===== src/design/ffha_pkg.sv =====
// shared constants and types for the first-fit heap allocator
package ffha_pkg;

  localparam int HEAP_BYTES_DEF   = 1024;
  localparam int HEADER_BYTES_DEF = 16;
  localparam int MAX_BLOCKS_DEF   = 64;

  localparam int ADDR_W   = 10;
  localparam int STATUS_W = 2;

  localparam logic CMD_ALLOC = 1'b0;
  localparam logic CMD_FREE  = 1'b1;

  localparam logic [STATUS_W-1:0] ST_OK      = 2'd0;
  localparam logic [STATUS_W-1:0] ST_NOFIT   = 2'd1;
  localparam logic [STATUS_W-1:0] ST_BADFREE = 2'd2;

  typedef struct packed {
    logic                valid;
    logic [ADDR_W-1:0]   addr;
    logic [STATUS_W-1:0] status;
  } result_t;

endpackage


===== src/design/ffha_ram.sv =====
// generic single-write, single-read ram with registered read data
module ffha_ram #(
  parameter int WIDTH = 8,
  parameter int DEPTH = 16
) (
  input  logic                     clk,
  input  logic                     we,
  input  logic [$clog2(DEPTH)-1:0] waddr,
  input  logic [WIDTH-1:0]         wdata,
  input  logic [$clog2(DEPTH)-1:0] raddr,
  output logic [WIDTH-1:0]         rdata
);

  logic [WIDTH-1:0] mem [DEPTH];

  always_ff @(posedge clk) begin
    if (we) begin
      mem[waddr] <= wdata;
    end
    rdata <= mem[raddr];
  end

endmodule


===== src/design/ffha_seq.sv =====
// request sequencer: scans the block table, splits, merges and shifts entries
module ffha_seq #(
  parameter int HEAP_BYTES   = ffha_pkg::HEAP_BYTES_DEF,
  parameter int HEADER_BYTES = ffha_pkg::HEADER_BYTES_DEF,
  parameter int MAX_BLOCKS   = ffha_pkg::MAX_BLOCKS_DEF,
  localparam int AW = $clog2(HEAP_BYTES),
  localparam int IW = $clog2(MAX_BLOCKS),
  localparam int EW = 2 * AW + 1
) (
  input  logic                        clk,
  input  logic                        rst,
  input  logic                        in_valid,
  output logic                        in_stall,
  input  logic                        cmd,
  input  logic [ffha_pkg::ADDR_W-1:0] req_size,
  input  logic [ffha_pkg::ADDR_W-1:0] payload_addr,
  output ffha_pkg::result_t           res,
  input  logic                        res_ready,
  output logic                        ram_we,
  output logic [IW-1:0]               ram_waddr,
  output logic [EW-1:0]               ram_wdata,
  output logic [IW-1:0]               ram_raddr,
  input  logic [EW-1:0]               ram_rdata
);

  localparam int CW = $clog2(MAX_BLOCKS + 1);
  localparam int XW = ((AW > ffha_pkg::ADDR_W) ? AW : ffha_pkg::ADDR_W) + 2;
  localparam logic [XW-1:0] HDR_X = XW'(HEADER_BYTES);
  localparam logic [AW-1:0] INIT_SIZE = AW'(HEAP_BYTES - HEADER_BYTES);

  localparam logic [3:0] S_INIT = 4'd0;
  localparam logic [3:0] S_IDLE = 4'd1;
  localparam logic [3:0] S_SCAN = 4'd2;
  localparam logic [3:0] S_SHUP = 4'd3;
  localparam logic [3:0] S_WNEW = 4'd4;
  localparam logic [3:0] S_WHIT = 4'd5;
  localparam logic [3:0] S_FRN  = 4'd6;
  localparam logic [3:0] S_FRP  = 4'd7;
  localparam logic [3:0] S_SHDN = 4'd8;
  localparam logic [3:0] S_RESP = 4'd9;

  typedef struct packed {
    logic          used;
    logic [AW-1:0] size;
    logic [AW-1:0] start;
  } entry_t;

  logic [3:0]                    state;
  logic [CW-1:0]                 cnt;
  logic [IW-1:0]                 dptr;
  logic [IW-1:0]                 hit;
  logic [IW-1:0]                 sj;
  entry_t                        ent;
  logic                          op_cmd;
  logic [ffha_pkg::ADDR_W-1:0]   req_r;
  logic [ffha_pkg::ADDR_W-1:0]   pa_r;
  logic                          split_r;
  logic                          nfree;
  logic [AW-1:0]                 nsize;
  logic [1:0]                    shift_dist;
  logic [ffha_pkg::ADDR_W-1:0]   res_addr;
  logic [ffha_pkg::STATUS_W-1:0] res_status;

  entry_t        e;
  logic          alloc_hit;
  logic          free_hit;
  logic          hit_now;
  logic          last;
  logic [XW-1:0] left;
  logic          split;
  logic          shift_up;
  logic          pfree;
  logic [XW-1:0] mid;
  logic [XW-1:0] msize;
  logic [AW-1:0] mstart;
  logic [IW-1:0] lo;
  logic [IW-1:0] hi;
  logic [1:0]    d;
  logic          tail;
  logic [XW-1:0] paddr_x;

  always_comb begin
    e         = entry_t'(ram_rdata);
    alloc_hit = !e.used && (XW'(e.size) >= XW'(req_r));
    free_hit  = (XW'(e.start) + HDR_X) == XW'(pa_r);
    hit_now   = (op_cmd == ffha_pkg::CMD_ALLOC) ? alloc_hit : free_hit;
    last      = CW'(dptr) == (cnt - 1'b1);
    left      = XW'(e.size) - XW'(req_r);
    split     = (left > HDR_X) && (cnt < CW'(MAX_BLOCKS));
    shift_up  = (CW'(dptr) + 1'b1) < cnt;
    // merge of a free neighbor on either side
    pfree     = (hit != '0) && !e.used;
    mid       = XW'(ent.size) + (nfree ? (HDR_X + XW'(nsize)) : '0);
    msize     = pfree ? (XW'(e.size) + HDR_X + mid) : mid;
    mstart    = pfree ? e.start : ent.start;
    lo        = pfree ? (hit - 1'b1) : hit;
    hi        = hit + IW'(nfree);
    d         = 2'(pfree) + 2'(nfree);
    tail      = (CW'(hi) + 1'b1) < cnt;
    paddr_x   = XW'(ent.start) + HDR_X;
  end

  always_comb begin
    ram_we    = 1'b0;
    ram_waddr = '0;
    ram_wdata = '0;
    ram_raddr = '0;
    case (state)
      S_INIT: begin
        ram_we    = 1'b1;
        ram_wdata = {1'b0, INIT_SIZE, AW'(0)};
      end
      S_SCAN: begin
        ram_raddr = dptr + 1'b1;
        if (hit_now && op_cmd == ffha_pkg::CMD_ALLOC && split && shift_up) begin
          ram_raddr = IW'(cnt - 1'b1);
        end
      end
      S_SHUP: begin
        ram_we    = 1'b1;
        ram_waddr = sj + 1'b1;
        ram_wdata = ram_rdata;
        ram_raddr = sj - 1'b1;
      end
      S_WNEW: begin
        ram_we    = 1'b1;
        ram_waddr = hit + 1'b1;
        ram_wdata = {1'b0, AW'(XW'(ent.size) - XW'(req_r) - HDR_X),
                     AW'(paddr_x + XW'(req_r))};
      end
      S_WHIT: begin
        ram_we    = 1'b1;
        ram_waddr = hit;
        ram_wdata = {1'b1, split_r ? AW'(req_r) : ent.size, ent.start};
      end
      S_FRN: begin
        ram_raddr = hit - 1'b1;
      end
      S_FRP: begin
        ram_we    = 1'b1;
        ram_waddr = lo;
        ram_wdata = {1'b0, AW'(msize), mstart};
        ram_raddr = hi + 1'b1;
      end
      S_SHDN: begin
        ram_we    = 1'b1;
        ram_waddr = sj - IW'(shift_dist);
        ram_wdata = ram_rdata;
        ram_raddr = sj + 1'b1;
      end
      default: begin
      end
    endcase
  end

  always_ff @(posedge clk) begin
    if (rst) begin
      state <= S_INIT;
      cnt   <= CW'(1);
    end else begin
      case (state)
        S_INIT: begin
          state <= S_IDLE;
        end
        S_IDLE: begin
          if (in_valid) begin
            op_cmd <= cmd;
            req_r  <= req_size;
            pa_r   <= payload_addr;
            dptr   <= '0;
            state  <= S_SCAN;
          end
        end
        S_SCAN: begin
          res_addr <= '0;
          if (hit_now) begin
            hit <= dptr;
            ent <= e;
            if (op_cmd == ffha_pkg::CMD_ALLOC) begin
              split_r <= split;
              if (split && shift_up) begin
                sj    <= IW'(cnt - 1'b1);
                state <= S_SHUP;
              end else if (split) begin
                state <= S_WNEW;
              end else begin
                state <= S_WHIT;
              end
            end else if (!e.used) begin
              // double free
              res_status <= ffha_pkg::ST_BADFREE;
              state      <= S_RESP;
            end else begin
              state <= S_FRN;
            end
          end else if (last) begin
            res_status <= (op_cmd == ffha_pkg::CMD_ALLOC) ? ffha_pkg::ST_NOFIT
                                                           : ffha_pkg::ST_BADFREE;
            state      <= S_RESP;
          end else begin
            dptr <= dptr + 1'b1;
          end
        end
        S_SHUP: begin
          if (sj == hit + 1'b1) begin
            state <= S_WNEW;
          end else begin
            sj <= sj - 1'b1;
          end
        end
        S_WNEW: begin
          state <= S_WHIT;
        end
        S_WHIT: begin
          if (split_r) begin
            cnt <= cnt + 1'b1;
          end
          res_addr   <= paddr_x[ffha_pkg::ADDR_W-1:0];
          res_status <= ffha_pkg::ST_OK;
          state      <= S_RESP;
        end
        S_FRN: begin
          nfree <= ((CW'(hit) + 1'b1) < cnt) && !e.used;
          nsize <= e.size;
          state <= S_FRP;
        end
        S_FRP: begin
          shift_dist <= d;
          res_status <= ffha_pkg::ST_OK;
          if (tail && d != 2'd0) begin
            sj    <= hi + 1'b1;
            state <= S_SHDN;
          end else begin
            cnt   <= cnt - CW'(d);
            state <= S_RESP;
          end
        end
        S_SHDN: begin
          if (CW'(sj) == cnt - 1'b1) begin
            cnt   <= cnt - CW'(shift_dist);
            state <= S_RESP;
          end else begin
            sj <= sj + 1'b1;
          end
        end
        S_RESP: begin
          if (res_ready) begin
            state <= S_IDLE;
          end
        end
        default: begin
          state <= S_IDLE;
        end
      endcase
    end
  end

  assign in_stall   = state != S_IDLE;
  assign res.valid  = state == S_RESP;
  assign res.addr   = res_addr;
  assign res.status = res_status;

endmodule


===== src/design/first_fit_heap_allocator.sv =====
// First-fit heap allocator with coalescing. Blocks are kept in address order in one
// MAX_BLOCKS-entry table ram (start, payload size, used bit) and every request walks
// that table one entry per cycle through the ram's single read port. A split shifts the
// entries above the found entry up and a merge shifts them down, one entry per cycle.
// Items are taken one at a time; the result sits in an output register, so the next
// item is accepted while it waits. After reset the initial free block is written
// before the first item is taken.
module first_fit_heap_allocator #(
  parameter int HEAP_BYTES   = ffha_pkg::HEAP_BYTES_DEF,
  parameter int HEADER_BYTES = ffha_pkg::HEADER_BYTES_DEF,
  parameter int MAX_BLOCKS   = ffha_pkg::MAX_BLOCKS_DEF
) (
  input  logic                          clk,
  input  logic                          rst,
  input  logic                          in_valid,
  output logic                          in_stall,
  input  logic                          cmd,
  input  logic [ffha_pkg::ADDR_W-1:0]   req_size,
  input  logic [ffha_pkg::ADDR_W-1:0]   payload_addr,
  output logic                          out_valid,
  input  logic                          out_stall,
  output logic [ffha_pkg::ADDR_W-1:0]   addr,
  output logic [ffha_pkg::STATUS_W-1:0] status
);

  localparam int AW = $clog2(HEAP_BYTES);
  localparam int IW = $clog2(MAX_BLOCKS);
  localparam int EW = 2 * AW + 1;

  ffha_pkg::result_t res;
  logic              res_ready;
  logic              ram_we;
  logic [IW-1:0]     ram_waddr;
  logic [EW-1:0]     ram_wdata;
  logic [IW-1:0]     ram_raddr;
  logic [EW-1:0]     ram_rdata;

  ffha_seq #(
    .HEAP_BYTES   (HEAP_BYTES),
    .HEADER_BYTES (HEADER_BYTES),
    .MAX_BLOCKS   (MAX_BLOCKS)
  ) u_seq (
    .clk          (clk),
    .rst          (rst),
    .in_valid     (in_valid),
    .in_stall     (in_stall),
    .cmd          (cmd),
    .req_size     (req_size),
    .payload_addr (payload_addr),
    .res          (res),
    .res_ready    (res_ready),
    .ram_we       (ram_we),
    .ram_waddr    (ram_waddr),
    .ram_wdata    (ram_wdata),
    .ram_raddr    (ram_raddr),
    .ram_rdata    (ram_rdata)
  );

  ffha_ram #(
    .WIDTH (EW),
    .DEPTH (MAX_BLOCKS)
  ) u_table (
    .clk   (clk),
    .we    (ram_we),
    .waddr (ram_waddr),
    .wdata (ram_wdata),
    .raddr (ram_raddr),
    .rdata (ram_rdata)
  );

  assign res_ready = !out_valid || !out_stall;

  always_ff @(posedge clk) begin
    if (rst) begin
      out_valid <= 1'b0;
    end else if (res.valid && res_ready) begin
      out_valid <= 1'b1;
    end else if (!out_stall) begin
      out_valid <= 1'b0;
    end
  end

  always_ff @(posedge clk) begin
    if (res.valid && res_ready) begin
      addr   <= res.addr;
      status <= res.status;
    end
  end

  a_one_at_a_time: assert property (@(posedge clk) disable iff (rst)
    (in_valid && !in_stall) |=> in_stall)
    else $error("item accepted while another is in work");

  a_fail_zero_addr: assert property (@(posedge clk) disable iff (rst)
    (out_valid && status != ffha_pkg::ST_OK) |-> addr == '0)
    else $error("failed request carries an address");

  a_status_code: assert property (@(posedge clk) disable iff (rst)
    out_valid |-> (status == ffha_pkg::ST_OK || status == ffha_pkg::ST_NOFIT ||
                   status == ffha_pkg::ST_BADFREE))
    else $error("undefined status code");

  a_load_free_slot: assert property (@(posedge clk) disable iff (rst)
    (res.valid && !res_ready) |=> res.valid)
    else $error("result dropped while output register full");

endmodule


===== config.mk =====
export PLATFORM = sky130hd
export DESIGN_NAME = first_fit_heap_allocator
export DESIGN_NICKNAME = d
export VERILOG_FILES = /design/src/design/ffha_pkg.sv /design/src/design/ffha_ram.sv /design/src/design/ffha_seq.sv /design/src/design/first_fit_heap_allocator.sv
export SDC_FILE = /design/constraint.sdc
export NUM_CORES = 2
export LEC_CHECK = 0
export BUFFER_PORTS_ARGS = -buffer_cell sky130_fd_sc_hd__buf_2
export CAP_MARGIN = 40
export CORE_MARGIN = 8
export CORE_UTILIZATION = 30
export CTS_CLUSTER_SIZE = 25
export DETAILED_ROUTE_END_ITERATION = 12
export HOLD_SLACK_MARGIN = 0.08
export REMOVE_ABC_BUFFERS = 1
export SLEW_MARGIN = 0
export SYNTH_ARGS = -nofsm -noshare
export SYNTH_HDL_FRONTEND = slang
export SYNTH_SLANG_ARGS = --single-unit
export TNS_END_PERCENT = 5

===== constraint.sdc =====
create_clock -name clk -period 20.4 [get_ports clk]
set_clock_uncertainty 0.2 [all_clocks]
set_input_delay 3.06 -clock clk [delete_from_list [all_inputs] [get_ports clk]]
set_output_delay 3.06 -clock clk [all_outputs]
set_load 0.01 [all_outputs]

==> summary.txt <==
Setup path
  – Worst path required time: 20.77 ns
  – Crit path max fanout: 127
  – FF-to-FF setup slack: 12.21 ns
  – Crit Path Class: reg2reg
  – RR Endpoint: u_table.rdata[13]$_DFF_P_
  – Startpoint types: register
  – Worst endpoint data arrival time: 8.56 ns
  – Crit end category: register
  – R2r startpoint: u_table.rdata[10]$_DFF_P_
  – Worst Reg-to-Reg Cells: 19

Power and ir drop
  – Combinational share of power: 0.277
  – Switch share: 0.346
  – Power Dens Cells: 127 nW/um2
  – VDD IR max: 0.0955 mV
  – Pleak: 24.1 nW
  – Clk pwr share: 0.304
  – Internal power: 0.00601 W
  – Sequential power share: 0.419
  – Sw Pwr: 0.00317 W

CTS
  – CTS clk-pin slew, worst paths: 0.06 ns
  – Clock Tree Root: clkbuf_16
  – Clock Latency Late Sink: 0.81 ns
  – CTS tree: yes
  – Post-CTS sizing: 0
  – Deepest clock path buffer count: 3
  – # hold bufs at CTS: 0
  – Total CTS buffers: 155
  – Clock sinks: 1474
  – H-tree Lvls: 4
  – Number of post-CTS setup repair buffers: 0

Placed design
  – Port Buffers: 38
  – GPL Wtd Cong: 0.901
  – DP HPWL: 112000 um
  – Post-DP Area: 67000 um2

STA
  – Setup-failing EPs final: 0
  – Slew @ Worst Pin: 0.984 ns
  – Count of pins over their slew limit: 0
  – Unrepaired setup endpoints after global routing: no
  – Slew Limit Headroom: 0.344
  – Fmax: 122 MHz
  – Final hold vios: 0
  – Worst hold slack: 0.217 ns
  – Fin crit period: 8.19 ns
  – Tcrit/Tclk final: 0.401

Route
  – Post-route ant nets: 0
  – Remaining DRCs: 0
  – Iter 0 DRT Violations: 5323
  – Routed vias: 39700
  – Wirelength per Cell: 25.1 um
  – Vias per inst: 5.30
  – DRT Wirelength: 188000 um
  – DR pass1 iterations: 6

Logic synthesis
  – Register area share after synthesis: 0.702
  – Yosys reg bits: 1474
  – Top FF cell, synth: edfxtp_1
  – Synth Instances: 4487
  – Mapped cell area: 62500 um2
  – Distinct cell type count after synthesis: 81
  – Async S/R FF share, synth: 0
  – Syn_area_per_cell: 13.9 um2
  – Synth Warn #: 0
  – EDFF count, synth: 1441

Floorplanning
  – Num rows: 167
  – Initial core utilization: 0.302
  – Die footprint: 223000 um2
  – CORE AREA: 207000 um2
  – Die X: 473 um
  – Die height: 473 um
  – Boundary pin count: 39

Job
  – Maxcap violations: 0

Layout
  – Highest-count cells in the layout ignoring fill and taps: edfxtp_1 (1441), nand2_1 (718), mux2i_1 (314), nand3_1 (237), a21oi_1 (172)
  – Commonest non-fill, non-tap cell in the layout: edfxtp_1
  – Fin area: 72100 um2
  – Nets: 4709
  – Area grow syn2layout: 15.3%
  – Share of cells above drive strength 1: 0.115

Global routing
  – Vias in the first global route: 37600
  – Total track usage: 0.161
  – Largest net degree at the start of global routing: 128
  – First-pass GRT wire length: 269000 um
  – Total gr overflow: 0
  – Initial antenna violation count: 9

Run status
  – Status: complete, no violations

Min path
  – Hold Path Class: reg2reg
  – Hold Path End: status[1]$_DFFE_PP_
  – Min-delay src: u_seq.res_status[1]$_SDFFCE_PP0P_
  – Worst hold path depth: 0
metrics by stage:
step           total power [W]  TNS (ns)  setup slack [ns]  cells  utilization
2_1_floorplan          0.00577   -161.90             -9.82   4219            -
3_3_place_gp           0.00636         0             12.48   7179        0.322
3_5_place_dp           0.00640         0             12.40   7203        0.324
4_1_cts                0.00918         0             12.36   7484        0.348
5_1_grt                0.00947         0             11.86   7485        0.348
6_report               0.00919         0             12.21   7490        0.348
cells by family after synthesis:
logic type	after synthesis	share of synthesized area
mux	324	0.0521
fa+ha+maj	112	0.0232
simple gates	1324	0.0942
buf+inv	354	0.0242
flops	1474	0.702
xor+xnor	113	0.0158
compound gates	786	0.0880
Yosys cell counts (85+ instances only):
library cell | instances | area, um2
buf_2 | 108 | 541
a21oi_1 | 172 | 861
nand2_1 | 719 | 2700
ha_1 | 104 | 1300
inv_1 | 86 | 323
mux2i_1 | 314 | 3140
edfxtp_1 | 1441 | 43300
nand3_1 | 237 | 1190
nor2_1 | 152 | 571
a211oi_1 | 100 | 751
clkbuf_1 | 117 | 439
a22oi_1 | 85 | 638
power groups by stage:
| stage | clock network (W) | registers, W | logic, W |
|---|---|---|---|
| after global placement | 0 | 0.00390 | 0.00246 |
| after CTS | 0.00283 | 0.00384 | 0.00251 |
| final | 0.00280 | 0.00385 | 0.00254 |
| after global routing | 0.00294 | 0.00386 | 0.00267 |
| after floorplan | 0 | 0.00388 | 0.00189 |
| after detailed placement | 0 | 0.00390 | 0.00250 |
final cells by class:
type / instances / area, um2
fill: 19700 / 135000
clock inverter: 82 / 925
tap: 2788 / 3490
antenna: 5 / 12.5
sequential: 1474 / 43900
timing repair buffer: 197 / 1640
inverter: 86 / 323
clock buffer: 199 / 4140
multi-input combinational: 2659 / 17600
worst max-delay path, stage by stage, from the launching register on:
cell and delay (ns):
dfxtp_1 0.41, inv_1 0.07, ha_1 0.21, inv_1 0.07
fa_1 0.39, nand2b_1 0.15, or4_1 0.47, a31oi_1 0.17
and4b_1 0.51, a21oi_1 0.28, o211ai_1 0.24, buf_4 0.52
buf_12 0.61, buf_4 0.67, buf_4 0.68, mux2i_1 0.17
a22oi_1 0.21, a31oi_1 0.26, or4_1 0.62, nor4_1 0.78
layer usage:
layer  global-route usage  wire length [um]  vias up
met5                    0                13        -
met4               0.0529              6360        2
met3               0.0357             18000      304
met2                0.253             85400     1963
met1                0.220             78000    20200
li1                     -                 -    17300
worst max-delay path by stage:
| stage | startpoint | end | slack [ns] | cells past startpoint |
|---|---|---|---|---|
| floorplan | u_seq.req_r[0]$_DFFE_PP_ | u_table.rdata[8]$_DFF_P_ | -9.82 | 14 |
| global placement | u_table.rdata[10]$_DFF_P_ | u_table.rdata[13]$_DFF_P_ | 12.48 | 19 |
| detailed placement | u_table.rdata[10]$_DFF_P_ | u_table.rdata[13]$_DFF_P_ | 12.40 | 19 |
| CTS | u_table.rdata[10]$_DFF_P_ | u_table.rdata[13]$_DFF_P_ | 12.36 | 19 |
| global route | u_table.rdata[10]$_DFF_P_ | u_table.rdata[13]$_DFF_P_ | 11.86 | 19 |
| finish | u_table.rdata[10]$_DFF_P_ | u_table.rdata[13]$_DFF_P_ | 12.21 | 19 |
registers in the layout, summed over array words and instances, names as in the netlist:
register          flops
u_seq.res_addr       10
u_seq.pa_r           10
u_seq.ent            20
status                2
u_seq.nsize          10
u_seq.op_cmd          1
addr                 10
u_table.rdata        21
u_seq.res_status      2
u_seq.split_r         1
u_seq.state           4
out_valid             1
u_seq.cnt             7
u_seq.sj              6
u_seq.dptr            6
u_table.mem        1344
u_seq.req_r          10
u_seq.shift_dist      2
u_seq.hit             6
u_seq.nfree           1
No activity file was read; power rests on OpenSTA's default activity.
